`config.mk`:
```
export PLATFORM = sky130hd
export DESIGN_NAME = tpm_cmd_queue
export DESIGN_NICKNAME = d
export VERILOG_FILES = /design/src/rtl/tpm_pkg.sv /design/src/rtl/tpm_cmd_queue.sv
export SDC_FILE = /design/constraint.sdc
export NUM_CORES = 1
export LEC_CHECK = 0
export BUFFER_PORTS_ARGS = -buffer_cell sky130_fd_sc_hd__buf_2
export CORE_MARGIN = 1
export CORE_UTILIZATION = 35
export CTS_CLUSTER_SIZE = 24
export DETAILED_ROUTE_END_ITERATION = 10
export GPL_ROUTABILITY_DRIVEN = 0
export HOLD_SLACK_MARGIN = 0.05
export MAX_ROUTING_LAYER = met4
export SLEW_MARGIN = 20
export SYNTH_ARGS = -nofsm -noshare
export SYNTH_HDL_FRONTEND = slang
export SYNTH_SLANG_ARGS = --single-unit
```
`constraint.sdc`:
```
create_clock -name clk -period 5.77 [get_ports clk]
set_clock_uncertainty 0.05 [all_clocks]
set_input_delay 0.577 -clock clk [delete_from_list [all_inputs] [get_ports clk]]
set_output_delay 0.577 -clock clk [all_outputs]
set_load 0.005 [all_outputs]
```
`src/rtl/tpm_pkg.sv`:
```
`timescale 1ns / 1ps

package tpm_pkg;

  localparam int MAX_K       = 4096;
  localparam int LANES       = 4;
  localparam int LANE_W      = $clog2(LANES);
  localparam int ROWS        = MAX_K / LANES;
  localparam int ROW_W       = $clog2(ROWS);
  localparam int IDX_W       = 12;
  localparam int KLEN_W      = 13;
  localparam int CNT_W       = 16;
  localparam int ACT_W       = 16;
  localparam int SCALE_W     = 16;
  localparam int BYTE_W      = 8;
  localparam int CODE_W      = 2;
  localparam int ACC_W       = 29;
  localparam int PROD_W      = ACC_W + SCALE_W;
  localparam int FRAC        = 12;
  localparam int Y_W         = 32;
  localparam int CFG_DATA_W  = 16;
  localparam int CMDQ_DEPTH  = 4;
  localparam int CMDQ_PTR_W  = $clog2(CMDQ_DEPTH);
  localparam int RESQ_DEPTH  = 8;
  localparam int RESQ_PTR_W  = $clog2(RESQ_DEPTH);
  localparam int RESQ_CNT_W  = RESQ_PTR_W + 1;

  localparam logic             CFG_K_LEN     = 1'b0;
  localparam logic             CFG_COL_COUNT = 1'b1;

  localparam logic [CODE_W-1:0] CODE_SKIP = 2'd0;
  localparam logic [CODE_W-1:0] CODE_ADD  = 2'd1;
  localparam logic [CODE_W-1:0] CODE_SUB  = 2'd2;

  typedef enum logic {
    OP_LOAD   = 1'b0,
    OP_WEIGHT = 1'b1
  } op_t;

  typedef struct packed {
    op_t                      op;
    logic [IDX_W-1:0]         act_index;
    logic signed [ACT_W-1:0]  act_value;
    logic [ROW_W-1:0]         row;
    logic [BYTE_W-1:0]        codes;
    logic                     end_col;
    logic signed [SCALE_W-1:0] scale;
    logic [CNT_W-1:0]         column_index;
    logic                     last;
  } cmd_t;

  typedef struct packed {
    logic signed [Y_W-1:0]    y_value;
    logic [CNT_W-1:0]         column_index;
    logic                     last;
  } res_t;

endpackage

```
`src/rtl/tpm_cmd_queue.sv`:
```
`timescale 1ns / 1ps

module tpm_cmd_queue
  import tpm_pkg::*;
(
  input  logic clk,
  input  logic rst,
  input  logic wr_en,
  input  cmd_t wr_data,
  output logic full,
  input  logic rd_en,
  output logic rd_valid,
  output cmd_t rd_data
);

  cmd_t                  entries [CMDQ_DEPTH];
  logic [CMDQ_PTR_W-1:0] wr_ptr;
  logic [CMDQ_PTR_W-1:0] rd_ptr;
  logic [CMDQ_PTR_W:0]   count;

  assign full     = count == (CMDQ_PTR_W + 1)'(CMDQ_DEPTH);
  assign rd_valid = count != '0;
  assign rd_data  = entries[rd_ptr];

  always_ff @(posedge clk) begin
    if (wr_en) begin
      entries[wr_ptr] <= wr_data;
    end
  end

  always_ff @(posedge clk) begin
    if (rst) begin
      wr_ptr <= '0;
      rd_ptr <= '0;
      count  <= '0;
    end else begin
      if (wr_en) begin
        wr_ptr <= wr_ptr + CMDQ_PTR_W'(1);
      end
      if (rd_en) begin
        rd_ptr <= rd_ptr + CMDQ_PTR_W'(1);
      end
      unique case ({wr_en, rd_en})
        2'b10:   count <= count + (CMDQ_PTR_W + 1)'(1);
        2'b01:   count <= count - (CMDQ_PTR_W + 1)'(1);
        default: count <= count;
      endcase
    end
  end

endmodule

```
After elaboration in Yosys (flattened, before gate mapping)
Memories as Yosys holds them, arrays and structs flattened. A register that Yosys moved wholly into a read port is not among the register bits.
Index checks and enable logic that the tools add are counted.
{ "word_totals": {"mem_count": 1, "romBits": 0, "in_bits": 85, "word_cells": 18, "latchBits": 0, "output_inout_bits": 83, "reg_bits": 7, "ramBits": 324} }
{ "mem_list": {"columns": ["memory", "words", "width", "read_ports", "rd_ports_with_merged_regs", "wr", "line", "rtl"], "rows": [
  ["entries", 4, 81, 1, 1, 1, "tpm_cmd_queue.sv:16", "cmd_t entries [CMDQ_DEPTH];"]
]} }
{ "classes": {"shift": 0, "div": 0, "eq_ne": 3, "magnitude_cmp": 0, "add_sub_neg": 4, "reduce_logical": 2, "mul": 0, "n_mux": 5, "bitwise": 0} }
{ "ops": {"columns": ["cell", "n"], "rows": [
  ["3-bit case mux with 2 select lines", 1],
  ["2-bit by 1-bit adder with 2-bit output, second input constant", 2],
  ["2-bit two-way mux", 2],
  ["3-bit by 1-bit adder with 3-bit output, second input constant", 1],
  ["3-bit equality test, second input constant", 1],
  ["3-bit nonzero test", 1],
  ["3-bit by 1-bit subtractor with 3-bit output, second input constant", 1],
  ["2-bit by 1-bit equality test with 1-bit output, second input constant", 1],
  ["2-bit equality test, second input constant", 1],
  ["1-bit two-way mux", 2],
  ["2-bit nonzero test", 1]
]} }

Longest topological paths before layout
Gate-level depths: netlist of run 1.
{ "depth": {"depth_word": 3, "ltp_mapped": 7, "ltp_nobuf": 7} }

Worst setup path after synthesis of run 1
OpenSTA, ideal clock, no wires.
{ "synth_path": {"kind": "input-to-reg", "start": "in wr_en", "end": "mem entries[0][0] in the netlist's numbering (enable)", "arrival_ps": 2462, "n_path_buf": 0, "slack_ps": 2810, "required_time_ps": 5272, "setup_ps": 448, "cell_stages": 1, "cell_sequence": "and2_1"} }
{ "synth_between": {"elab_chain_cells": 2} }
{ "synth_rtl": {"columns": ["item", "line", "rtl"], "rows": [
  ["start, declared", "tpm_cmd_queue.sv:8", "input logic wr_en,"],
  ["1-bit two-way mux", "tpm_cmd_queue.sv:26", "if (wr_en) begin"],
  ["1-bit two-way mux (implied by the code)", "tpm_cmd_queue.sv:27", "entries[wr_ptr] <= wr_data;"],
  ["end, declared", "tpm_cmd_queue.sv:16", null]
]} }
Every way passes these cells.

==> flow_summary.json, run 1 <==
{
  "worstSetupEndpointType": "output port",
  "portBuffers": 167,
  "synth_cell_types": 20,
  "dp_cells": 1080,
  "final.fill_count": 2984,
  "p_leak_nw": 4.88,
  "fp-row-count": 68,
  "period_needed_ns": 3.32,
  "ant_nets": 0,
  "netlist_area_um2": 12200,
  "drt_first_iter_violations": 236,
  "slowest_stage": "dfxtp_4",
  "powerDensity_nw_per_um2": 376,
  "grt_pass1_wl_mm": 35.7,
  "regArea_um2": 9920,
  "power_frac_comb": 0.079,
  "cts_tree": "built",
  "synth.yosys.seq_area_share": 0.812,
  "synth_seq_cells": 333,
  "holdWs_ns": 0.239,
  "maxCapViolations": 0,
  "pwr-share-clk": 0.406,
  "fin_crit_sh": 0.576,
  "ctsHtreeMaxLevel": 2,
  "grt_max_degree": 43,
  "slew_viol_final": 0,
  "syn-num-nets": 561,
  "syn_inst": 470,
  "multi_input_area_um2": 2060,
  "crit_path_max_fanout": 38,
  "fin_cells": 1150,
  "ir_drop_mv": 0.231,
  "clkLatencyLatePin_ns": 0.49,
  "ctsHoldBuffers": 0,
  "cts_made_buffers": 37,
  "critPathLaunchType": "register",
  "clock_path_buffers": 3,
  "drive_gt1_frac": 0.452,
  "finalSetupTns_ns": 0,
  "p_sw_frac": 0.213,
  "worstSetupPathType": "register to output port",
  "ioPinCount": 168,
  "die_y_um": 189,
  "pre_cts_slack_ns": 2.86,
  "pwr-share-seq": 0.515,
  "crit_arrival_ns": 2.70,
  "hold_viol": 0,
  "post-route-util": 0.425,
  "grt-ovfl-total": 0,
  "relSlewSlack": 0.462,
  "drc_errors": 0,
  "slowest_delay_ns": 0.86,
  "grt_pass1_vias": 6159,
  "p_int_w": 0.00433,
  "hpwl_mm": 13.9,
  "postSynthAreaPerCell_um2": 26.0,
  "status": "finished, final reports clean",
  "grt_util_all_layers": 0.136,
  "worstPathRequired_ns": 5.14,
  "die_w_um": 189,
  "ctsRootBufferMaster": "clkbuf_16",
  "postCtsSetupBuffers": 0,
  "timing.final.ws_setup_ns": 2.45,
  "cts.sinks": 333,
  "hold_class": "primary input to register",
  "cp_cell_sequence": "buf_4 -> mux4_2 -> buf_2",
  "area_growth_syn_to_layout_pct": 19.9,
  "die_area_um2": 35600,
  "final_nets": 755,
  "tightest_slew_ns": 0.807,
  "via_count": 5473,
  "wire_per_inst_um": 20.2,
  "fp.coreArea_um2": 34500,
  "routed_wl_mm": 23.2,
  "routed_via_density": 4.76,
  "setup_viol": 0,
  "clk_pin_slew_worst_paths_ns": 0.06,
  "power.net_switching_w": 0.00117,
  "start_util": 0.354,
  "ys_warn_count": 0,
  "post_cts_resize_count": 0,
  "rsz0062_at_grt": "false",
  "antenna_found_initial": 3,
  "dr.pass1.iters": 5,
  "max_freq_ghz": 0.301
}
==> cell usage after synthesis (all sizes together) <==
cell type,instances,area share
a21oi,2,0.00082
dfxtp,9,0.015
clkbuf,2,0.00062
or3,2,0.0010
mux4,81,0.15
mux2i,1,0.00082
o21ai,1,0.00041
and3,1,0.00051
ha,5,0.0051
xnor2,2,0.0014
buf,17,0.017
and2,4,0.0021
inv,6,0.0018
nand2,1,0.00031
xor2,3,0.0022
nor2,8,0.0025
edfxtp,324,0.80
fa,1,0.0016
==> per-layer routing <==
metal / global-route usage / up-vias / wire (µm)
met4: 0.0360 / 0 / 363
met3: 0.0322 / 33 / 1270
li1: - / 2400 / -
met1: 0.159 / 2881 / 9330
met5: - / - / 0
met2: 0.235 / 159 / 12200
==> stage by stage <==
step,cell area (µm²),total power (W)
finish,14600,0.00550
floorplan,12200,0.00314
detailed placement,13500,0.00333
global placement,13500,0.00331
global route,14600,0.00572
CTS,14600,0.00559
==> registers in the layout, indices dropped and copies added (netlist names), named ones only <==
| register | flops |
|---|---|
| count | 3 |
| entries | 324 |
| rd_ptr | 2 |
| wr_ptr | 2 |
==> layout by cell type (no fill, tap or decap), drive strengths merged <==
cell type and instances:
nand2 1, and3 1, clkinv 12, edfxtp 324, xnor2 2, mux2i 1
dfxtp 9, ha 5, clkbuf 48, diode 3, buf 174, and2 4
clkinvlp 3, fa 1, a21oi 2, mux4 81, xor2 3, inv 8
or3 2, bufinv 2, o21ai 1, nor2 8
==> final cells by class <==
type	instances	area share
multi-input cells	112	0.141
diodes	3	0.000513
well taps	455	0.0389
clock buffers	48	0.0690
clock inverters	19	0.0109
flip-flops and latches	333	0.677
repair buffers	174	0.0607
inverters	6	0.00154
==> worst max-delay path: cells and delay by family (launching register included) <==
kind,cells,cell delay [ns]
DFF,1,0.86
buffers and inverters,2,0.70
muxes,1,0.58
==> final timing paths <==
check	from	end	slack [ns]	depth (start not counted)
setup / recovery	register	rd_data[21]	2.45	3
hold / removal	wr_data[18]	entries[3][18]$_DFFE_PP_	0.24	1
setup reg to reg	wr_ptr[0]$_SDFFE_PP0P_	entries[2][35]$_DFFE_PP_	3.49	4
hold reg to reg	count[2]$_SDFFE_PP0P_	count[2]$_SDFFE_PP0P_	0.46	2
==> power by group through the flow <==
stage	logic [W]	clock network [W]	registers [W]
after CTS	0.000450	0.00230	0.00284
after detailed placement	0.000448	0	0.00289
after global routing	0.000477	0.00240	0.00284
after floorplan	0.000286	0	0.00285
after global placement	0.000433	0	0.00288
final	0.000436	0.00223	0.00283
==> logic make-up (layout without fill, tap and decap cells) <==
logic type	count (synthesis)	after routing	synth area share
adder cells (fa/ha/maj)	6	6	0.00677
multiplexers	82	82	0.150
AO/OA/AOI/OAI	3	3	0.00123
buffers and inverters	25	247	0.0198
XOR/XNOR	5	5	0.00359
flip-flops	333	333	0.812
AND/OR/NAND/NOR	16	16	0.00636
other	0	3	0
(Power assumes the default switching activity.)
==> inputs of run 2 (changes only) <==
clock period = 3.2 ns   (was 5.77 ns; I/O delays follow)
==> flow_summary.json, run 2 (synthesized netlist as in run 1, its figures left out) <==
{
  "fin_crit_sh": 0.808,
  "hpwl_mm": 13.9,
  "ctsHtreeMaxLevel": 2,
  "power_frac_comb": 0.094,
  "r2r-start": "wr_ptr[0]$_SDFFE_PP0P_",
  "ctsRootBufferMaster": "clkbuf_16",
  "routed_wl_mm": 24.0,
  "status": "finished, final reports clean",
  "postCtsSetupBuffers": 0,
  "layout_commonest_cell": "edfxtp_1",
  "ir_drop_mv": 0.446,
  "period_needed_ns": 2.59,
  "cts_tree": "built",
  "maxCapViolations": 0,
  "grt_pass1_wl_mm": 37.0,
  "largest_reg_flops": 324,
  "power.net_switching_w": 0.00209,
  "crit_path_max_fanout": 41,
  "cts.sinks": 333,
  "multi_input_area_um2": 2060,
  "p_sw_frac": 0.214,
  "dr.pass1.iters": 4,
  "critPathLaunchType": "register",
  "area_growth_syn_to_layout_pct": 26.6,
  "die_y_um": 189,
  "final_cell_mix": "edfxtp_1 (324), buf_2 (167), dlygate4sd3_1 (82)",
  "tightest_slew_ns": 0.693,
  "cts_made_buffers": 36,
  "min_from": "rd_en",
  "relSlewSlack": 0.538,
  "clock_path_buffers": 3,
  "regMostFlops": "entries",
  "post_cts_resize_count": 0,
  "ctsHoldBuffers": 82,
  "wire_per_inst_um": 19.5,
  "portBuffers": 167,
  "p_leak_nw": 5.21,
  "grt_pass1_vias": 6468,
  "slew_viol_final": 0,
  "worstPathRequired_ns": 2.83,
  "powerDensity_nw_per_um2": 633,
  "final.fill_count": 2897,
  "reg_top3": "entries: 324 flops, count: 3 flops",
  "max_freq_ghz": 0.387,
  "worstSetupEndpointType": "output port",
  "final_nets": 836,
  "die_area_um2": 35600,
  "worstSetupPathType": "register to output port",
  "p_int_w": 0.00769,
  "clkLatencyLatePin_ns": 0.51,
  "ant_nets": 0,
  "setup_viol": 0,
  "clk_pin_slew_worst_paths_ns": 0.06,
  "drive_gt1_frac": 0.399,
  "die_w_um": 189,
  "fp.coreArea_um2": 34500,
  "drt_first_iter_violations": 307,
  "finalSetupTns_ns": 0,
  "crit_arrival_ns": 2.22,
  "pwr-share-clk": 0.387,
  "grt_max_degree": 43,
  "drc_errors": 0,
  "routed_via_density": 4.69,
  "regArea_um2": 9920,
  "ioPinCount": 168,
  "power_w": 0.00978,
  "antenna_found_initial": 3,
  "hold_class": "primary input to register",
  "pwr-share-seq": 0.519,
  "rsz0062_at_grt": "false",
  "via_count": 5762,
  "fp-row-count": 68,
  "hold_viol": 0,
  "start_util": 0.354,
  "grt_util_all_layers": 0.142,
  "reg2reg_slack_ns": 1.23,
  "grt-ovfl-total": 0
}
run 2: changes by cell type in the layout (fill, tap and decap cells not counted):
cell,previous run,this run
clkinv_4,2,0
bufinv_16,2,1
clkinv_2,4,5
clkbuf_16,39,37
clkinv_1,6,10
clkinvlp_4,3,2
clkbuf_1,9,7
dlygate4sd3_1,0,82
buf_12,0,7
buf_4,7,0
run 2: through the flow:
stage	cells	worst slack [ns]	instance area, µm²	hold slack [ns]	util
2_1_floorplan	470	0.274	12200	0.369	-
3_3_place_gp	1080	1.13	13500	0.422	0.393
3_5_place_dp	1080	1.09	13500	0.445	0.393
4_1_cts	1226	0.542	15400	0.0742	0.448
5_1_grt	1229	0.498	15500	0.130	0.448
6_report	1229	0.614	15500	0.102	0.448
run 2: area by class of cell:
cell class / count / area share
diodes: 3 / 0.000486
inverters: 6 / 0.00146
repair buffers: 256 / 0.116
clock inverters: 20 / 0.00810
flip-flops and latches: 333 / 0.642
clock buffers: 44 / 0.0616
well taps: 455 / 0.0368
multi-input cells: 112 / 0.134
run 2: power by group through the flow:
stage | clock, W | combinational (W) | sequential [W]
final | 0.00379 | 0.000917 | 0.00508
after global routing | 0.00407 | 0.00101 | 0.00509
after CTS | 0.00390 | 0.000948 | 0.00508
after detailed placement | 0 | 0.000862 | 0.00517
after global placement | 0 | 0.000843 | 0.00515
after floorplan | 0 | 0.000516 | 0.00514
run 2: worst paths after layout:
| check | end | depth (start not counted) |
|---|---|---|
| max | rd_data[74] | 3 |
| min | register | 3 |
| min reg2reg | count[2]$_SDFFE_PP0P_ | 2 |
| max reg2reg | entries[0][20]$_DFFE_PP_ | 4 |
run 2: layer usage:
metal | part of all wire | vias to the layer above | track usage | wire length, µm
li1 | - | 2558 | - | -
met1 | 0.42 | 3021 | 0.175 | 10000
met2 | 0.52 | 148 | 0.237 | 12400
met3 | 0.047 | 35 | 0.0292 | 1130
met4 | 0.019 | 0 | 0.0403 | 457
met5 | 0 | - | - | 0
run 2: worst max-delay path, cell delays in order, from the launching register on:
cell     delay, ns
dfxtp_4       0.76
buf_12        0.35
mux4_2        0.39
buf_2         0.15
