**config.mk**
```make
export PLATFORM = sky130hd
export DESIGN_NAME = tpm_front
export DESIGN_NICKNAME = d
export VERILOG_FILES = /design/src/rtl/tpm_pkg.sv /design/src/rtl/tpm_front.sv
export SDC_FILE = /design/constraint.sdc
export NUM_CORES = 1
export LEC_CHECK = 0
export ABC_AREA = 1
export BUFFER_PORTS_ARGS = -buffer_cell sky130_fd_sc_hd__buf_2
export CAP_MARGIN = 20
export CORE_MARGIN = 2
export CORE_UTILIZATION = 35
export DETAILED_ROUTE_END_ITERATION = 8
export HOLD_SLACK_MARGIN = 0.06
export PLACE_DENSITY = 0.66
export SYNTH_ARGS = -nofsm -noshare
export SYNTH_HDL_FRONTEND = slang
export SYNTH_SLANG_ARGS = --single-unit
```
**constraint.sdc**
```tcl
create_clock -name clk -period 2.5 [get_ports clk]
set_input_delay 0.125 -clock clk [delete_from_list [all_inputs] [get_ports clk]]
set_output_delay 0.125 -clock clk [all_outputs]
set_load 0.005 [all_outputs]
```
**src/rtl/tpm_pkg.sv**
```systemverilog
`timescale 1ns / 1ps

package tpm_pkg;

  localparam int MAX_K       = 4096;
  localparam int LANES       = 4;
  localparam int LANE_W      = $clog2(LANES);
  localparam int ROWS        = MAX_K / LANES;
  localparam int ROW_W       = $clog2(ROWS);
  localparam int IDX_W       = 12;
  localparam int KLEN_W      = 13;
  localparam int CNT_W       = 16;
  localparam int ACT_W       = 16;
  localparam int SCALE_W     = 16;
  localparam int BYTE_W      = 8;
  localparam int CODE_W      = 2;
  localparam int ACC_W       = 29;
  localparam int PROD_W      = ACC_W + SCALE_W;
  localparam int FRAC        = 12;
  localparam int Y_W         = 32;
  localparam int CFG_DATA_W  = 16;
  localparam int CMDQ_DEPTH  = 4;
  localparam int CMDQ_PTR_W  = $clog2(CMDQ_DEPTH);
  localparam int RESQ_DEPTH  = 8;
  localparam int RESQ_PTR_W  = $clog2(RESQ_DEPTH);
  localparam int RESQ_CNT_W  = RESQ_PTR_W + 1;

  localparam logic             CFG_K_LEN     = 1'b0;
  localparam logic             CFG_COL_COUNT = 1'b1;

  localparam logic [CODE_W-1:0] CODE_SKIP = 2'd0;
  localparam logic [CODE_W-1:0] CODE_ADD  = 2'd1;
  localparam logic [CODE_W-1:0] CODE_SUB  = 2'd2;

  typedef enum logic {
    OP_LOAD   = 1'b0,
    OP_WEIGHT = 1'b1
  } op_t;

  typedef struct packed {
    op_t                      op;
    logic [IDX_W-1:0]         act_index;
    logic signed [ACT_W-1:0]  act_value;
    logic [ROW_W-1:0]         row;
    logic [BYTE_W-1:0]        codes;
    logic                     end_col;
    logic signed [SCALE_W-1:0] scale;
    logic [CNT_W-1:0]         column_index;
    logic                     last;
  } cmd_t;

  typedef struct packed {
    logic signed [Y_W-1:0]    y_value;
    logic [CNT_W-1:0]         column_index;
    logic                     last;
  } res_t;

endpackage

```
**src/rtl/tpm_front.sv**
```systemverilog
`timescale 1ns / 1ps

module tpm_front
  import tpm_pkg::*;
(
  input  logic                      clk,
  input  logic                      rst,
  input  logic                      cfg_valid,
  input  logic                      cfg_index,
  input  logic [CFG_DATA_W-1:0]     cfg_data,
  input  logic                      accept,
  input  logic                      mode,
  input  logic [IDX_W-1:0]          act_index,
  input  logic signed [ACT_W-1:0]   act_value,
  input  logic [BYTE_W-1:0]         weight_byte,
  input  logic signed [SCALE_W-1:0] col_scale,
  output cmd_t                      cmd
);

  logic [KLEN_W-1:0] k_len;
  logic [CNT_W-1:0]  col_count;
  logic [ROW_W-1:0]  byte_position;
  logic [CNT_W-1:0]  column_counter;

  logic [KLEN_W-1:0] k_eff;
  logic [KLEN_W-1:0] nbytes;
  logic [CNT_W-1:0]  cols;
  logic              end_col;
  logic              last;
  logic [BYTE_W-1:0] codes;

  always_comb begin
    priority if (k_len == '0) begin
      k_eff = KLEN_W'(1);
    end else if (k_len > KLEN_W'(MAX_K)) begin
      k_eff = KLEN_W'(MAX_K);
    end else begin
      k_eff = k_len;
    end
    nbytes  = (k_eff + KLEN_W'(LANES - 1)) >> LANE_W;
    end_col = (KLEN_W'(byte_position) + KLEN_W'(1)) >= nbytes;
    cols    = (col_count == '0) ? CNT_W'(1) : col_count;
    last    = ({1'b0, column_counter} + (CNT_W + 1)'(1)) >= {1'b0, cols};
    for (int l = 0; l < LANES; l++) begin
      if (KLEN_W'({byte_position, LANE_W'(l)}) < k_eff) begin
        codes[CODE_W*l +: CODE_W] = weight_byte[CODE_W*l +: CODE_W];
      end else begin
        codes[CODE_W*l +: CODE_W] = CODE_SKIP;
      end
    end
  end

  always_comb begin
    cmd.op           = op_t'(mode);
    cmd.act_index    = act_index;
    cmd.act_value    = act_value;
    cmd.row          = byte_position;
    cmd.codes        = codes;
    cmd.end_col      = end_col;
    cmd.scale        = col_scale;
    cmd.column_index = column_counter;
    cmd.last         = last;
  end

  always_ff @(posedge clk) begin
    if (rst) begin
      k_len          <= KLEN_W'(MAX_K);
      col_count      <= CNT_W'(1);
      byte_position  <= '0;
      column_counter <= '0;
    end else begin
      if (cfg_valid) begin
        unique case (cfg_index)
          CFG_K_LEN:     k_len     <= cfg_data[KLEN_W-1:0];
          CFG_COL_COUNT: col_count <= cfg_data[CNT_W-1:0];
          default:       k_len     <= k_len;
        endcase
      end
      if (accept && op_t'(mode) == OP_WEIGHT) begin
        if (end_col) begin
          byte_position  <= '0;
          column_counter <= last ? '0 : column_counter + CNT_W'(1);
        end else begin
          byte_position  <= byte_position + ROW_W'(1);
        end
      end
    end
  end

endmodule

```
Word-level counts from Yosys, hierarchy flattened

Index checks and enable logic that the tools add are counted.

Register bits after elaboration: 55
Input bits: 74
Output and inout bits: 81

Add/sub/neg operators: 5
$lt $le $gt $ge: 7
Muxes and demuxes: 9
Bitwise gates (word level): 1
Reductions and logical operators: 6

Operator list:

| operator                                                         | number |
|---|---|
| 12-bit by 13-bit less-than comparator with 1-bit output          | 4 |
| 16-bit two-way mux                                               | 2 |
| 13-bit two-way mux                                               | 2 |
| 16-bit by 1-bit adder with 17-bit output (second input constant) | 1 |
| 17-bit by 16-bit >= comparator with 1-bit output                 | 1 |
| 16-bit by 1-bit adder with 16-bit output (second input constant) | 1 |
| 16-bit logical NOT                                               | 1 |
| 13-bit by 2-bit adder with 13-bit output (second input constant) | 1 |
| 13-bit > comparator (second input constant)                      | 1 |
| 13-bit logical NOT                                               | 1 |
| 10-bit by 1-bit adder with 11-bit output (second input constant) | 1 |
| 11-bit >= comparator                                             | 1 |
| 10-bit by 1-bit adder with 10-bit output (second input constant) | 1 |
| 10-bit two-way mux                                               | 1 |
| 2-bit two-way mux                                                | 4 |
| 2-bit AND reduction                                              | 3 |
| 1-bit logical AND                                                | 1 |
| 1-bit NOT                                                        | 1 |

Longest topological paths before layout

Gate-level depths: netlist of run 1.

Depth after elaboration: 6
Gate-level depth with buffers: 24
Gate-level depth less buffers: 22

Worst setup path before layout of run 1

OpenSTA, ideal clock, no wires.

Kind: reg2out
From: register column_counter[0]
To: output cmd[0] in the netlist's numbering
Data arrival time: 2.550 ns
Data required time: 2.375 ns
Setup slack: -0.175 ns
Cell stages (with the launch flop): 19
Cell sequence: dfxtp_1 ha_1 nand3_2 nor2_4 nand2_1 nor2_1 xor2_1 inv_1 ha_1 nand2_1 nor2_1 nand2_1 nor2_1 nor2_1 nand3_4 nor2_8 buf_12 inv_1 buf_4

Longest elaborated chain between the ends: 2

RTL lines:

| item                                             | RTL line        | text |
|---|---|---|
| start, declared                                  | tpm_front.sv:23 | `logic [CNT_W-1:0] column_counter;` |
| start signal, assigned                           | tpm_front.sv:82 | `column_counter <= last ? '0 : column_counter + CNT_W'(1);` |
| 16-bit by 1-bit adder with 17-bit output         | tpm_front.sv:43 | `last = ({1'b0, column_counter} + (CNT_W + 1)'(1)) >= {1'b0, cols};` |
| 17-bit by 16-bit >= comparator with 1-bit output | tpm_front.sv:43 |  |
| end, declared                                    | tpm_front.sv:17 | `output cmd_t cmd` |

No other way between the ends.

Worst setup path in the final report of run 1

From: register k_len[8]
To: register column_counter[3]

Longest elaborated chain between the ends: 6
Elaborated cells between the ends (all ways): 7
Classes of those cells: add/sub (1); order compare (2); mux (2); reduce/logical (2)

RTL lines:

| item                                         | RTL line        | text |
|---|---|---|
| start, declared                              | tpm_front.sv:20 | `logic [KLEN_W-1:0] k_len;` |
| start signal, assigned                       | tpm_front.sv:67 | `k_len <= KLEN_W'(MAX_K);` |
| start signal, assigned                       | tpm_front.sv:74 | `CFG_K_LEN: k_len <= cfg_data[KLEN_W-1:0];` |
| start signal, assigned                       | tpm_front.sv:76 | `default: k_len <= k_len;` |
| 13-bit > comparator                          | tpm_front.sv:35 | `end else if (k_len > KLEN_W'(MAX_K)) begin` |
| 13-bit two-way mux                           | tpm_front.sv:35 |  |
| 13-bit two-way mux (*)                       | tpm_front.sv:33 | `priority if (k_len == '0) begin` |
| 13-bit by 2-bit adder with 13-bit output (*) | tpm_front.sv:40 | `nbytes = (k_eff + KLEN_W'(LANES - 1)) >> LANE_W;` |
| 11-bit >= comparator (*)                     | tpm_front.sv:41 | `end_col = (KLEN_W'(byte_position) + KLEN_W'(1)) >= nbytes;` |
| 2-bit AND reduction (no source line) (*)     | --              |  |

Every way passes the cells marked *; elsewhere a longest branch is shown, timed or not.
A chain may end at the register's enable or synchronous reset.

==> results of run 1 <==
-- flip-flops by register name, indices dropped and copies added, names as in the netlist --
| signal | flops |
|---|---|
| col_count | 16 |
| column_counter | 16 |
| k_len | 13 |
| byte_position | 10 |
-- power by group through the flow --
stage               Clock (W)  Sequential, W  Combinational, W
floorplan                   0       0.000972          0.000444
global placement            0       0.000966          0.000615
detailed placement          0       0.000967          0.000620
CTS                  0.000758       0.000949          0.000758
global route         0.000788       0.000955          0.000852
finish               0.000740       0.000950          0.000778
-- repair_timing --
item | 4_1_cts | 5_1_grt
resized for setup | 85 | 27
pin swaps | 54 | 49
setup buffers | 11 | 4
cloned | 3 | 2
setup endpoints to repair | 36 | 36
-- per-stage QoR --
step	TNS [ps]	hold slack (ps)	total power, W	instance area [sq um]
6_report	-10920	68.92	0.002467	6260
4_1_cts	-10140	63.37	0.002465	6102
5_1_grt	-18370	63.65	0.002595	6260
3_3_place_gp	-8239	250.0	0.001581	5458
3_5_place_dp	-9401	250.0	0.001587	5458
2_1_floorplan	-293.2	194.1	0.001416	4593
-- cell families (layout without fill, tap and decap cells) --
| logic type | Yosys count | in the layout |
|---|---|---|
| adders and majority gates | 40 | 40 |
| buffers and inverters | 150 | 280 |
| DFF | 55 | 55 |
| xor gates and xnor gates | 23 | 23 |
| AOI/OAI and AO/OA | 119 | 119 |
| and+or+nand+nor | 264 | 266 |
-- critical path, delay by kind of cell, from the launching register on --
family	cells	cell delay (ps)
flops	1	330
buf+inv	6	790
fa+ha+maj	1	300
simple gates	14	1370
compound gates	1	80
-- area by class of cell --
type                    instances  area share, %
multi-input cells             448          49.91
repair buffers                184          21.09
flip-flops and latches         55          17.85
inverters                      88          5.357
well taps                     172          3.438
clock buffers                   5          1.999
clock inverters                 3         0.3598
-- how the worst max path moves through the flow --
| stage | slack [ps] | endpoint | startpoint |
|---|---|---|---|
| 2_1_floorplan | -30 | column_counter[15]$_SDFFE_PP0P_ | k_len[11]$_SDFFE_PP0P_ |
| 3_3_place_gp | -300 | column_counter[6]$_SDFFE_PP0P_ | k_len[5]$_SDFFE_PP0P_ |
| 3_5_place_dp | -350 | column_counter[9]$_SDFFE_PP0P_ | k_len[5]$_SDFFE_PP0P_ |
| 4_1_cts | -400 | cmd[38] | k_len[10]$_SDFFE_PP0P_ |
| 5_1_grt | -630 | column_counter[3]$_SDFFE_PP0P_ | k_len[9]$_SDFFE_PP0P_ |
| 6_report | -430 | column_counter[3]$_SDFFE_PP0P_ | k_len[8]$_SDFFE_PP0P_ |
-- cells in the mapped netlist (2+ instances only) --
| library cell | count | area share (%) |
|---|---|---|
| nor2_1 | 64 | 5.4 |
| nand2_2 | 7 | 0.99 |
| xnor2_1 | 7 | 1.4 |
| nand3_1 | 29 | 3.3 |
| inv_2 | 7 | 0.59 |
| nor4_1 | 4 | 0.56 |
| ha_1 | 40 | 11 |
| buf_6 | 2 | 0.51 |
| a21oi_1 | 53 | 6.0 |
| o21ai_0 | 46 | 5.2 |
| inv_1 | 81 | 6.9 |
| a21boi_0 | 2 | 0.34 |
| nand4_1 | 9 | 1.3 |
| nand3_2 | 4 | 0.90 |
| nor2_4 | 2 | 0.51 |
| nor2_2 | 16 | 2.3 |
| a21oi_2 | 9 | 1.8 |
| o21bai_1 | 2 | 0.34 |
| nor3_1 | 3 | 0.34 |
| clkbuf_1 | 11 | 0.93 |
| a21o_1 | 2 | 0.34 |
| dfxtp_1 | 55 | 25 |
| o21ai_1 | 2 | 0.23 |
| buf_4 | 47 | 8.0 |
| nand2_1 | 120 | 10 |
| xor2_1 | 16 | 3.2 |
-- layer usage --
metal | up-vias | wire length [um] | track usage [%] | part of all wire [%]
met4 | 0 | 216 | 5.020 | 1.8
li1 | 2313 | - | - | -
met3 | 16 | 540 | 2.854 | 4.4
met5 | - | 0 | 0 | 0
met2 | 83 | 5732 | 29.30 | 47
met1 | 2015 | 5712 | 24.19 | 47
==> results.json, run 1 <==
{
  "holdPathStages": 3,
  "min_from": "cfg_data[0]",
  "htree_levels": 2,
  "hp-class": "in -> reg",
  "worst_slew_pin_slew_ps": 813.1,
  "final_cells": 955,
  "initial_utilization_pct": 35.46,
  "clockRootBuffer": "clkbuf_16",
  "ys_ff_latch": 55,
  "clock_latency_ps": 310,
  "dieWidth_um": 116.6,
  "final_nets": 896,
  "synth_edf_count": 0,
  "antenna_cells": 0,
  "min_to": "col_count[0]$_SDFFE_PP1P_",
  "rsz0062_at_grt": "true",
  "crit_required_ps": 2740,
  "drt_pass1_iterations": 4,
  "num_rows": 41,
  "setup_slack_ps": -434.7,
  "crit_top_cell": "nand2_1",
  "cap_violations": 0,
  "synth_top_family_by_area": "simple AND/OR/NAND/NOR gates",
  "totalWireLength_um": 12200,
  "rrSetupSlack_ps": -430,
  "cp-start-kind": "flip-flop",
  "final-setup-viol-count": 36,
  "dp_hpwl_um": 8850,
  "final_cell_mix": "buf_4 (107), nand2_1 (103), inv_1 (70)",
  "syn_to_final_growth_pct": 41.05,
  "slew_violations": 0,
  "synth_cell_types": 37,
  "grt.overflow.total": 0,
  "period_share_pct": 117.4,
  "drt_iter0_drc": 170,
  "fp.coreArea_sq_um": 12520,
  "path_class": "reg -> reg",
  "synthMuxAreaShare_pct": 0,
  "peakVddDrop_v": 0.0004211,
  "antenna_found_initial": 0,
  "cts_made_buffers": 5,
  "synth_compound_area_share_pct": 14.74,
  "ant_nets": 0,
  "combPwrFrac_pct": 31.5,
  "netlist_area_sq_um": 4438,
  "synth_area_per_cell_sq_um": 6.817,
  "multi_input_area_sq_um": 3124,
  "drc": 0,
  "grt_max_degree": 32,
  "seqPwrFrac_pct": 38.5,
  "post_drt_wl_per_cell_um": 12.78,
  "die_h_um": 116.6,
  "cp_max_fo": 8,
  "grt_use_total_pct": 17.80,
  "switching_share_pct": 33.00,
  "cpPeakStageDelay_ps": 330,
  "placed_cells": 928,
  "place_congestion": 0.8981,
  "final_hold_viol_count": 0,
  "dp_slack_ps": -350.9,
  "switchingPower_w": 0.0008141,
  "end_kind": "flip-flop",
  "synthXorXnorAreaFrac_pct": 4.539,
  "crit_chain": "inv_2 > nand4_1 > nor2_1 > nand2_1 > nand2_4 > buf_12 > nand3_4 > buf_4 > buf_4 > nand3_1 > nand2_1 > ha_1 > nand2_1 > nor2_1 > nand2_1 > nor2_2 > nor2_4 > buf_6 > nor2_4 > clkbuf_16 > o21ai_1 > nor2_2",
  "synth_nets": 765,
  "p_per_area_nw_per_um2": 394.1,
  "clock.fmax_mhz": 340.7,
  "cts_buffer_depth": 2,
  "leakagePower_nw": 3.123,
  "crit_path_top_delay_cell": "dfxtp_2",
  "utilization_pct": 50.01,
  "boundaryPins": 155,
  "fp.dieArea_sq_um": 13600,
  "r2r_end": "column_counter[3]$_SDFFE_PP0P_",
  "postCtsHoldBufs": 0,
  "synthSimpleGateAreaFrac_pct": 27.23,
  "final_common_cell": "buf_4",
  "regArea_sq_um": 1117,
  "cts_tree": "done",
  "port_buffers": 66,
  "clkPwrFrac_pct": 30.0,
  "synthFlopType": "dfxtp_1",
  "r2r-start": "k_len[8]$_SDFFE_PP0P_",
  "max-slew-margin-rel_pct": 45.66,
  "yosysSeqAreaShare_pct": 24.81,
  "grt_pass1_wl_um": 19340,
  "cts_sinks": 55,
  "cellInternalPower_w": 0.001653,
  "synth_fa_ha_area_share_pct": 11.28,
  "fillers": 1209,
  "status": "finished with violations",
  "violations": "negative setup slack",
  "finalCriticalPeriod_ps": 2935,
  "grt_pass1_vias": 4037,
  "synthCells": 651,
  "async_reset_ff_share_pct": 0,
  "vias": 4427,
  "layout-drive-gt1-share_pct": 43.42,
  "finalClockSkew_ps": 10.75,
  "arrival_ps": 3180,
  "ff2ff_path_depth": 22,
  "vias_per_cell": 4.636,
  "yosys_warnings": 0,
  "path_clk_slew_ps": 80
}
Power figures use the tool's default switching activity.
==> run 2: changes to the inputs <==
- PLACE_DENSITY: 0.66 -> 0.63
==> run 2 against run 1 <==
Compared with the run above:
- first-iteration DRC count rose by 2.4%
- sequential cell count did not move
- routed wire length fell by 2.9%
- the flow still finishes with violations (negative setup slack)
- clock skew barely moved
- critical path depth fell by 2
- total power barely moved
- largest power group unchanged
==> results.json, run 2 (synthesis results as in run 1) <==
{
  "status": "finished with violations",
  "violations": "negative setup slack",
  "num_rows": 41,
  "leakagePower_nw": 3.004,
  "final-setup-viol-count": 36,
  "rsz0062_at_grt": "true",
  "layout-drive-gt1-share_pct": 41.72,
  "setup_slack_ps": -413.6,
  "vias_per_cell": 4.666,
  "slew_violations": 0,
  "period_share_pct": 116.5,
  "arrival_ps": 2790,
  "path_clk_slew_ps": 70,
  "antenna_found_initial": 0,
  "dp_hpwl_um": 8890,
  "fillers": 1274,
  "drt_iter0_drc": 174,
  "final_hold_viol_count": 0,
  "cts_buffer_depth": 2,
  "initial_utilization_pct": 35.46,
  "peakVddDrop_v": 0.0003177,
  "max-slew-margin-rel_pct": 44.23,
  "boundaryPins": 155,
  "postCtsHoldBufs": 0,
  "cts_made_buffers": 5,
  "final_cell_mix": "nand2_1 (100), buf_4 (95), inv_1 (74)",
  "clockRootBuffer": "clkbuf_16",
  "grt_pass1_wl_um": 18810,
  "grt_pass1_vias": 4079,
  "cts_tree": "done",
  "totalWireLength_um": 11850,
  "vias": 4381,
  "hp-class": "in -> reg",
  "die_h_um": 116.6,
  "post_drt_wl_per_cell_um": 12.62,
  "drc": 0,
  "p_per_area_nw_per_um2": 404.8,
  "path_class": "reg -> out",
  "final_common_cell": "nand2_1",
  "clock.fmax_mhz": 343.2,
  "ant_nets": 0,
  "worst_slew_pin_slew_ps": 834.6,
  "dieWidth_um": 116.6,
  "fp.coreArea_sq_um": 12520,
  "finalCriticalPeriod_ps": 2914,
  "p_total_w": 0.002467,
  "drt_pass1_iterations": 4,
  "reg_top3": "col_count: 16 flops, column_counter: 16 flops, k_len: 13 flops",
  "cts_sinks": 55,
  "htree_levels": 2,
  "place_congestion": 0.8418,
  "port_buffers": 66,
  "syn_to_final_growth_pct": 37.33,
  "grt_use_total_pct": 17.29,
  "cap_violations": 0,
  "grt_max_degree": 32,
  "end_kind": "primary output",
  "cp_max_fo": 6,
  "final_nets": 880,
  "finalClockSkew_ps": 10.58,
  "grt.overflow.total": 0,
  "dp_slack_ps": -378.1,
  "multi_input_area_sq_um": 3098,
  "antenna_cells": 0,
  "fp.dieArea_sq_um": 13600,
  "crit_required_ps": 2380,
  "cp-start-kind": "flip-flop",
  "regArea_sq_um": 1120,
  "clock_latency_ps": 300
}
run 2: cell count changes in the layout (fill, tap and decap cells not counted), moves of 4 or more:
cell,previous run,this run
a21oi_2,18,22
a21oi_1,44,40
inv_1,70,74
nand2_2,12,17
o21ai_2,11,6
buf_4,107,95
o21ai_0,28,34
run 2: area by class of cell:
class                           count  area share (%)
Sequential cell                    55           18.37
Inverter                           88           5.461
Clock buffer                        6           2.464
Timing Repair Buffer              168           19.01
Multi-Input combinational cell    448           50.83
Tap cell                          172           3.531
Clock inverter                      2          0.3285
run 2: routing by layer:
layer	vias up	part of all wire, %	track usage, %
met5	-	0	0
met4	0	2.0	6.510
met3	24	4.2	2.387
met2	74	47	28.45
met1	1998	47	23.08
li1	2285	-	-
run 2: path summary, 6_finish.rpt:
check                                  start                        endpoint  slack [ps]  cells past startpoint
setup / recovery      k_len[10]$_SDFFE_PP0P_                         cmd[33]        -410                     20
hold / removal                   cfg_data[2]           k_len[2]$_SDFFE_PP0P_          70                      3
setup reg to reg      k_len[10]$_SDFFE_PP0P_  column_counter[9]$_SDFFE_PP0P_        -400                     23
hold reg to reg   col_count[11]$_SDFFE_PP0P_      col_count[11]$_SDFFE_PP0P_         480                      2
run 2: critical path: stages (launching register included):
cell and delay [ps]:
dfxtp_2 340, nor2_4 110, nand3_1 80, nor2_1 100
nand2_1 70, nand2_2 90, buf_12 130, buf_4 110
nand2_4 40, inv_2 60, nand3_2 90, nor2_4 120
a21oi_2 60, ha_1 330, a21o_1 200, nor2_1 90
nand3_1 90, nor2_2 110, inv_2 70, buf_6 110
buf_6 100
run 2: stage by stage:
step	setup TNS [ps]	hold WS, ps	util [%]	instance area [sq um]	std cells
CTS	-12600	67.45	47.42	5936	939
detailed placement	-9964	250.0	43.12	5398	920
finish	-12900	69.84	48.69	6095	939
global placement	-8163	250.0	43.12	5398	920
global route	-20350	82.23	48.69	6095	939
floorplan	-293.2	194.1	-	4593	651
run 2: what timing repair did:
action / CTS / global route
cloned: 2 / 0
endpoints found under the setup margin: 36 / 36
gates resized for setup: 61 / 42
pin swaps: 48 / 24
setup buffers: 10 / 0
run 2: power by group:
part	leakage, nW	switching (W)	total, W	internal (W)
combinational	2.46	0.000399	0.000717	0.000318
sequential	0.455	0.0000313	0.000950	0.000918
clock	0.0845	0.000356	0.000801	0.000444
==> run 3: changes to the inputs <==
--- a/constraint.sdc
+++ b/constraint.sdc
@@ -3,2 +3,2 @@
 set_output_delay 0.125 -clock clk [all_outputs]
-set_load 0.005 [all_outputs]
+set_load 0.01 [all_outputs]
==> run 3 against run 2 <==
Compared with the run above:
- the flow still finishes with violations (negative setup slack)
- sequential cell count unchanged
- register-to-register slack worse by 70 ps
- clock skew up 4.5 ps
- critical path depth is 1 lower
- clock-buffer cell count did not move
- utilization up 3.0 points
- clock power decreased by 4.2%
- combinational power rose by 16%
- global-route usage up 0.99 points
- cell count rose by 2.6%
- critical endpoint is now column_counter[6]$_SDFFE_PP0P_
- routed wire length increased by 7.3%
==> results.json, run 3 (synthesis results as in run 1) <==
{
  "period_share_pct": 118.9,
  "path_class": "reg -> reg",
  "whs_ps": 69.72,
  "dp_slack_ps": -326.1,
  "cts_made_buffers": 5,
  "antenna_found_initial": 0,
  "post_drt_wl_per_cell_um": 13.21,
  "final_common_cell": "buf_4",
  "grt.overflow.total": 0,
  "grt_pass1_wl_um": 19890,
  "final_cells": 963,
  "dieWidth_um": 116.6,
  "cp-start-kind": "flip-flop",
  "cts_sinks": 55,
  "drt_pass1_iterations": 4,
  "grt_pass1_vias": 4243,
  "vias": 4567,
  "htree_levels": 2,
  "ant_nets": 0,
  "grt_use_total_pct": 18.27,
  "switching_share_pct": 32.88,
  "boundaryPins": 155,
  "final_cell_mix": "buf_4 (113), nand2_1 (103), inv_1 (66)",
  "cap_violations": 0,
  "cellInternalPower_w": 0.001712,
  "multi_input_area_sq_um": 3234,
  "final-setup-viol-count": 36,
  "p_per_area_nw_per_um2": 393.9,
  "place_congestion": 0.8353,
  "cts_buffer_depth": 2,
  "finalClockSkew_ps": 15.08,
  "switchingPower_w": 0.0008385,
  "fp.coreArea_sq_um": 12520,
  "final_nets": 904,
  "grt_max_degree": 32,
  "rrSetupSlack_ps": -470,
  "regArea_sq_um": 1121,
  "postCtsHoldBufs": 0,
  "worst_slew_pin_slew_ps": 787.6,
  "fp.dieArea_sq_um": 13600,
  "drc": 0,
  "seqPwrFrac_pct": 37.3,
  "setup_slack_ps": -471.5,
  "clock_latency_ps": 310,
  "p_total_w": 0.002550,
  "max-slew-margin-rel_pct": 47.37,
  "rsz0062_at_grt": "true",
  "layout-drive-gt1-share_pct": 46.52,
  "port_buffers": 66,
  "leakagePower_nw": 3.178,
  "hp-class": "in -> reg",
  "placed_cells": 932,
  "die_h_um": 116.6,
  "cp_max_fo": 5,
  "end_kind": "flip-flop",
  "reg_top3": "col_count: 16 flops, column_counter: 16 flops, k_len: 13 flops",
  "peakVddDrop_v": 0.0003380,
  "status": "finished with violations",
  "initial_utilization_pct": 35.46,
  "drt_iter0_drc": 171,
  "syn_to_final_growth_pct": 45.87,
  "finalCriticalPeriod_ps": 2971,
  "path_clk_slew_ps": 90,
  "num_rows": 41,
  "tns_ps": -13880,
  "arrival_ps": 3210,
  "final_hold_viol_count": 0,
  "clock.fmax_mhz": 336.5,
  "combPwrFrac_pct": 32.6,
  "fillers": 1169,
  "violations": "negative setup slack",
  "clockRootBuffer": "clkbuf_16",
  "antenna_cells": 0,
  "crit_required_ps": 2740,
  "clkPwrFrac_pct": 30.1,
  "slew_violations": 0,
  "totalWireLength_um": 12720,
  "cts_tree": "done",
  "dp_hpwl_um": 9035,
  "vias_per_cell": 4.742
}
-- run 3: path summary, 6_finish.rpt --
check | from | to | cells after the start
worst max-delay path | k_len[12]$_SDFFE_PP1P_ | column_counter[6]$_SDFFE_PP0P_ | 19
worst min-delay path | cfg_data[2] | k_len[2]$_SDFFE_PP0P_ | 3
worst max register to register | k_len[12]$_SDFFE_PP1P_ | column_counter[6]$_SDFFE_PP0P_ | 19
worst min register to register | k_len[5]$_SDFFE_PP0P_ | k_len[5]$_SDFFE_PP0P_ | 2
-- run 3: layout make-up --
cell class | count | area share (%)
Clock inverter | 2 | 0.3092
Tap cell | 172 | 3.324
Timing Repair Buffer | 192 | 21.76
Sequential cell | 55 | 17.32
Multi-Input combinational cell | 448 | 49.96
Clock buffer | 6 | 2.145
Inverter | 88 | 5.180
-- run 3: per-stage QoR --
step / util, % / area (sq um)
2_1_floorplan: - / 4598
3_3_place_gp: 43.88 / 5493
3_5_place_dp: 43.88 / 5493
4_1_cts: 49.25 / 6165
5_1_grt: 51.72 / 6474
6_report: 51.72 / 6474
-- run 3: layer usage --
| metal | track usage, % | vias up | part of all wire [%] |
|---|---|---|---|
| li1 | - | 2329 | - |
| met1 | 24.19 | 2098 | 45 |
| met2 | 30.85 | 112 | 48 |
| met3 | 2.802 | 28 | 4.7 |
| met4 | 5.412 | 0 | 2.5 |
| met5 | 0 | - | 0 |
-- run 3: power by group through the flow --
stage | logic [W] | clock network, W | registers, W
after floorplan | 0.000467 | 0 | 0.000977
after global placement | 0.000630 | 0 | 0.000966
after detailed placement | 0.000636 | 0 | 0.000967
after CTS | 0.000790 | 0.000785 | 0.000949
after global routing | 0.000904 | 0.000822 | 0.000957
final | 0.000832 | 0.000767 | 0.000951
-- run 3: critical path, cell delays in order (launching register included) --
cell	delay, ps
dfxtp_1	400
inv_1	170
nand3_1	100
or2_2	330
nand2_4	110
buf_4	130
nand3_1	70
nand2_1	60
nand2_1	80
ha_4	280
nand4_1	110
nor2_1	120
nand2_1	100
nand3_2	130
nor2_4	60
buf_6	110
nor2_4	180
buf_12	170
nand3_4	70
a21oi_2	140
-- run 3: repair_timing --
item | 4_1_cts | 5_1_grt
gates cloned | 3 | 2
buffers inserted | 13 | 6
endpoints found under the setup margin | 36 | 36
gates resized for setup | 88 | 52
pin swaps | 53 | 51
